**config.mk**
```make
export PLATFORM = sky130hd
export DESIGN_NAME = pfs_front_flat
export DESIGN_NICKNAME = d
export VERILOG_FILES = /design/src/sv/pfs_pkg.sv /design/src/sv/pfs_sample_if.sv /design/src/sv/pfs_front.sv /design/src/flat_wrapper.sv
export SDC_FILE = /design/constraint.sdc
export NUM_CORES = 1
export LEC_CHECK = 0
export BUFFER_PORTS_ARGS = -buffer_cell sky130_fd_sc_hd__buf_2
export CAP_MARGIN = 20
export CELL_PAD_IN_SITES_DETAIL_PLACEMENT = 1
export CELL_PAD_IN_SITES_GLOBAL_PLACEMENT = 2
export CORE_UTILIZATION = 30
export CTS_BUF_LIST = sky130_fd_sc_hd__clkbuf_4 sky130_fd_sc_hd__clkbuf_8
export DETAILED_ROUTE_END_ITERATION = 12
export PLACE_DENSITY_LB_ADDON = 0.1
export SYNTH_ARGS = -nofsm -noshare
export SYNTH_HDL_FRONTEND = slang
export SYNTH_SLANG_ARGS = --single-unit
export TNS_END_PERCENT = 10
```
**constraint.sdc**
```tcl
create_clock -name i_clk -period 2.4 [get_ports i_clk]
set_input_delay 0.36 -clock i_clk [delete_from_list [all_inputs] [get_ports i_clk]]
set_output_delay 0.36 -clock i_clk [all_outputs]
set_load 0.005 [all_outputs]
```
**src/sv/pfs_pkg.sv**
```systemverilog
// shared types, constants and helpers for the potential field steering unit
`default_nettype none
package pfs_pkg;

    localparam int RNG_W = 24;
    localparam int ANG_W = 23;
    localparam int CFG_W = 32;
    localparam int IDX_W = 3;
    localparam int NUM_W = 37;
    localparam int CORDIC_STEPS = 16;

    localparam logic signed [ANG_W-1:0] HALF_PI_LIM = 23'sd102943;
    localparam logic signed [ANG_W-1:0] PI_Q16 = 23'sd205887;
    localparam logic signed [19:0] CORDIC_GAIN = 20'sd39797;
    localparam logic signed [20:0] INV_MM2 = 21'sd1000000;
    localparam logic signed [15:0] ANG_LIM = 16'sd16384;

    typedef enum logic [IDX_W-1:0] {
        REG_SCALE_X   = 3'd0,
        REG_SCALE_Y   = 3'd1,
        REG_OFFSET_X  = 3'd2,
        REG_OFFSET_Y  = 3'd3,
        REG_SPEED_G   = 3'd4,
        REG_STEER_P   = 3'd5,
        REG_STEER_D   = 3'd6
    } t_reg_idx;

    typedef struct packed {
        logic signed [CFG_W-1:0] scale_x;
        logic signed [CFG_W-1:0] scale_y;
        logic signed [CFG_W-1:0] offset_x;
        logic signed [CFG_W-1:0] offset_y;
        logic signed [CFG_W-1:0] speed_gain;
        logic signed [CFG_W-1:0] steer_p_gain;
        logic signed [CFG_W-1:0] steer_d_gain;
    } t_cfg;

    typedef struct packed {
        logic                    contrib;
        logic                    last;
        logic [RNG_W-1:0]        rng;
        logic signed [ANG_W-1:0] ang;
    } t_sample;

    function automatic logic [15:0] atan_q16(input logic [3:0] i);
        logic [15:0] v;
        case (i)
            4'd0:    v = 16'd51472;
            4'd1:    v = 16'd30385;
            4'd2:    v = 16'd16055;
            4'd3:    v = 16'd8150;
            4'd4:    v = 16'd4091;
            4'd5:    v = 16'd2047;
            4'd6:    v = 16'd1024;
            4'd7:    v = 16'd512;
            4'd8:    v = 16'd256;
            4'd9:    v = 16'd128;
            4'd10:   v = 16'd64;
            4'd11:   v = 16'd32;
            4'd12:   v = 16'd16;
            4'd13:   v = 16'd8;
            4'd14:   v = 16'd4;
            default: v = 16'd2;
        endcase
        return v;
    endfunction

    function automatic logic signed [31:0] sat32(input logic signed [63:0] v);
        logic signed [31:0] r;
        if (v > 64'sd2147483647) begin
            r = 32'sh7fffffff;
        end else if (v < -64'sd2147483648) begin
            r = 32'sh80000000;
        end else begin
            r = v[31:0];
        end
        return r;
    endfunction

endpackage
`default_nettype wire

```
**src/sv/pfs_sample_if.sv**
```systemverilog
// lidar sample channel
`default_nettype none
interface pfs_sample_if #(
    parameter int RANGE_BITS = 16
);
    logic                  valid;
    logic                  ready;
    logic [RANGE_BITS-1:0] range_mm;
    logic signed [15:0]    beam_angle;
    logic                  last_sample;

    modport source (output valid, range_mm, beam_angle, last_sample, input ready);
    modport sink   (input valid, range_mm, beam_angle, last_sample, output ready);
endinterface
`default_nettype wire

```
**src/sv/pfs_front.sv**
```systemverilog
// sample intake: classifies each item and queues it for the force engine
`default_nettype none
module pfs_front #(
    parameter int RANGE_BITS = 16,
    parameter int ANGLE_FRAC_BITS = 13
) (
    input  wire              i_clk,
    input  wire              i_rst_n,
    pfs_sample_if.sink       i_smp,
    output logic             o_q_valid,
    output pfs_pkg::t_sample o_q_data,
    input  wire              i_q_pop
);
    import pfs_pkg::*;

    localparam int DEPTH = 4;
    localparam int PW = $clog2(DEPTH);
    localparam logic [RANGE_BITS-1:0] RMAX = '1;

    t_sample               r_mem [DEPTH];
    logic [PW-1:0]         r_wp;
    logic [PW-1:0]         r_rp;
    logic [PW:0]           r_cnt;
    logic signed [ANG_W-1:0] w_a16;
    logic                  w_push;
    t_sample               w_item;

    assign w_a16 = ANG_W'(i_smp.beam_angle) <<< (16 - ANGLE_FRAC_BITS);

    always_comb begin
        w_item.contrib = (i_smp.range_mm != '0) && (i_smp.range_mm != RMAX) &&
                         (w_a16 >= -HALF_PI_LIM) && (w_a16 <= HALF_PI_LIM);
        w_item.last    = i_smp.last_sample;
        w_item.rng     = RNG_W'(i_smp.range_mm);
        w_item.ang     = w_a16;
    end

    assign i_smp.ready = (r_cnt != (PW+1)'(DEPTH));
    assign w_push      = i_smp.valid && i_smp.ready;
    assign o_q_valid   = (r_cnt != '0);
    assign o_q_data    = r_mem[r_rp];

    always_ff @(posedge i_clk) begin
        if (!i_rst_n) begin
            r_wp  <= '0;
            r_rp  <= '0;
            r_cnt <= '0;
        end else begin
            if (w_push) begin
                r_wp <= r_wp + 1'b1;
            end
            if (i_q_pop) begin
                r_rp <= r_rp + 1'b1;
            end
            r_cnt <= r_cnt + (PW+1)'(w_push) - (PW+1)'(i_q_pop);
        end
    end

    always_ff @(posedge i_clk) begin
        if (w_push) begin
            r_mem[r_wp] <= w_item;
        end
    end

endmodule
`default_nettype wire

```
**src/flat_wrapper.sv**
```systemverilog
// flat-port wrapper written by rule: the top's interface ports become plain ports
module pfs_front_flat import pfs_pkg::*;
#(
    parameter int RANGE_BITS = 16,
    parameter int ANGLE_FRAC_BITS = 13
)
  (i_clk, i_rst_n, o_q_valid, o_q_data, i_q_pop, i_smp_valid, i_smp_range_mm, i_smp_beam_angle, i_smp_last_sample, i_smp_ready);
  pfs_sample_if #(.RANGE_BITS(RANGE_BITS)) i_smp_i ();
  input  wire i_clk;
  input  wire i_rst_n;
  output logic o_q_valid;
  output pfs_pkg::t_sample o_q_data;
  input  wire i_q_pop;
  input wire logic [$bits(i_smp_i.valid)-1:0] i_smp_valid;
  input wire logic [$bits(i_smp_i.range_mm)-1:0] i_smp_range_mm;
  input wire logic [$bits(i_smp_i.beam_angle)-1:0] i_smp_beam_angle;
  input wire logic [$bits(i_smp_i.last_sample)-1:0] i_smp_last_sample;
  output wire logic [$bits(i_smp_i.ready)-1:0] i_smp_ready;
  assign i_smp_i.valid = i_smp_valid;
  assign i_smp_i.range_mm = i_smp_range_mm;
  assign i_smp_i.beam_angle = i_smp_beam_angle;
  assign i_smp_i.last_sample = i_smp_last_sample;
  assign i_smp_ready = i_smp_i.ready;
  pfs_front #(.RANGE_BITS(RANGE_BITS), .ANGLE_FRAC_BITS(ANGLE_FRAC_BITS)) u_core (.i_clk(i_clk), .i_rst_n(i_rst_n), .i_smp(i_smp_i), .o_q_valid(o_q_valid), .o_q_data(o_q_data), .i_q_pop(i_q_pop));
endmodule
```
==> impl_results.md <==
* Synth cell count leaders: edfxtp_1 (136), mux4_2 (34), buf_4 (18)
* Die extent in y at 139.0 µm
* DRC violations left at 7
* # IOs at 88
* DP Area at 0.006375 mm²
* Vias at 2,751
* Number of synthesized flops with an enable pin at 136
* Failing checks: DRC
* Total CTS buffers at 17
* Top cells by area, synth: edfxtp_1 (72%), mux4_2 (14%), dfxtp_1 (3.2%), buf_4 (2.4%), ha_1 (1.3%)
* Gr usage total at 12.89%
* Flop2flop setup slack at 0.43 ns
* First-pass GRT wire length at 18,040 µm
* DR pass1 iterations at 10
* Yosys warns at 0
* Synthesis-to-finish area growth at 19.39%
* Port buffer count at 76
* Critical Path Source Type: register
* Worst Clk Skew at 0.01300 ns
* Gpl congestion at 0.6518
* Power density cells at 882.8 mW/mm²
* Drt via density at 4.593
* Reg clk slew, reported paths at 0.08 ns
* Clk root buf: clkbuf_8
* Cells along the critical path: buf_12 -> mux4_2 -> buf_2
* # diodes at 0
* Layout cells sized above 1 at 41.62%
* Vias in the first global route at 3,003
* Gate Count Post-Synth at 267
* Initial DRC count at 131
* Die width at 139.0 µm
* Outcome: finished, violations left
* CP Capture Type: primary output
* RSZ-0062 raised after global routing: no
* Final hold violation count at 0
* Top FF cell, synth: edfxtp_1
* Tot Pwr at 5938 µW
* Post-DRT Antenna Nets at 0
* Setup-failing EPs final at 0
* HP Class: in2reg
* Cell with the most instances after synthesis: edfxtp_1
* Post-CTS Setup Bufs at 0
* Synthesized cell area at 0.005634 mm²
* CP max FO at 34
* Max-cap viol count at 0
* Antenna violations before repair at 1
* CTS resizes at 0
* Period Utilization, post-route at 91.09%
* Cell at the slowest stage of the critical path: mux4_2
* Top cell type's share of synthesized area at 72.49%
* Synth Register Bits at 145
* VDD IR max at 0.3354 mV
* DR WL/cell at 19.16 µm
* Worst path max stage delay at 0.60 ns
* Worst endpoint data arrival time at 1.83 ns
* Post-synthesis sequential area ratio at 75.68%
* Pleak at 0.002280 µW
* Fin crit period at 2.186 ns
* DRT Wirelength at 11,480 µm
* Layout Nets at 403
* CTS tree: built
* FILL cells at 1,801
* CTS Buffer Depth at 2
* Sink Count at 145
* Clock latency on the worst-skew pair at 0.43 ns
* Hold Slack at 0.1674 ns
* Setup TNS at 0 ns
* Core Region at 0.01821 mm²
* Ys async rst share at 0%
* Total grt overflow at 0
* Count of cell types in the netlist at 29
* Htree depth at 4
* Final HPWL DP at 7470 µm
* Fin. max-slew vios at 0
* FMAX at 457.4 MHz
* Avg Cell Area, Syn at 21.10 µm²
* Largest net degree at the start of global routing at 35
* Data required, critical path at 2.04 ns
* Die area at 0.01933 mm²
* Cts hold-fix bufs at 0
* Yosys top cell by area: edfxtp_1
* Initial Utilization at 30.94%
* FP Rows at 49
* Final Cell Area at 0.006726 mm²
* Critical path class: reg2out
-- metrics by stage --
stage	utilization [%]	std cells	setup WS, ns
finish	36.94	599	0.2138
CTS	36.94	599	0.1281
detailed placement	35.01	569	0.3908
global placement	35.01	569	0.4281
global route	36.94	599	0.06771
floorplan	-	277	0.3875
-- power by group --
group	switching, µW	internal, µW
Combinational	523	492
Clock	830	924
Sequential	82.3	3090
-- critical path, delay by kind of cell (launching register included) --
| family | cells | cell delay [ns] |
|---|---|---|
| buffers and inverters | 2 | 0.43 |
| multiplexers | 1 | 0.60 |
| flip-flops | 1 | 0.34 |
-- cell type report --
type                       instances  area [µm²]  share of cell area [%]
clock inverter                    10       95.09                   1.414
sequential                       145        4267                   63.43
timing repair buffer              86       568.0                   8.445
multi-input combinational        103        1231                   18.30
tap                              229       286.5                   4.260
inverter                           6       22.52                  0.3348
clock buffer                      20       256.5                   3.813
-- sequential cells by signal (all words and copies together) (netlist names), named ones only --
register,flops
u_core.r_rp,2
u_core.r_wp,2
u_core.r_mem,136
u_core.r_cnt,3
-- cell families (layout without fill, tap and decap cells) --
group / count (synthesis) / in the layout / synth area share, %
AOI/OAI and AO/OA: 8 / 8 / 1.044
xor gates and xnor gates: 5 / 5 / 0.7772
adders and majority gates: 7 / 7 / 1.688
buffers and inverters: 29 / 122 / 3.220
DFF: 145 / 145 / 75.68
muxes: 35 / 35 / 13.77
other: 1 / 11 / 0.06656
and+or+nand+nor: 37 / 37 / 3.753
-- layout by cell type, fill, tap and decap left out, types with 2 or more instances in the layout --
| cell type | instances |
|---|---|
| edfxtp_1 | 136 |
| buf_2 | 76 |
| mux4_2 | 34 |
| clkbuf_8 | 17 |
| conb_1 | 11 |
| buf_12 | 9 |
| nand4_1 | 7 |
| dfxtp_1 | 7 |
| inv_1 | 6 |
| and2_1 | 6 |
| ha_1 | 6 |
| nand2_1 | 5 |
| nor2_1 | 4 |
| and2_2 | 4 |
| nor4_1 | 4 |
| xnor2_1 | 4 |
| clkinv_2 | 4 |
| clkinv_1 | 4 |
| or4_1 | 3 |
| clkbuf_4 | 3 |
| a21oi_1 | 2 |
| nor2b_1 | 2 |
| dfxtp_2 | 2 |
| bufinv_16 | 2 |
-- path summary, 6_finish.rpt --
check / start / to / cells after the start
min reg2reg: u_core.r_wp[1] / u_core.r_wp[1] / 2
max: register / o_q_data[21] / 3
max reg2reg: u_core.r_cnt[1] / u_core.r_cnt[2] / 8
min: i_smp_last_sample / u_core.r_mem[0][36] / 1
-- layer usage --
layer / up-vias / track usage, % / share of wire (%)
li1: 1242 / - / -
met1: 1441 / 15.97 / 44
met2: 58 / 21.27 / 50
met3: 8 / 4.247 / 4.5
met4: 2 / 4.211 / 0.78
met5: - / 0 / 0.11
Power figures use the tool's default switching activity.
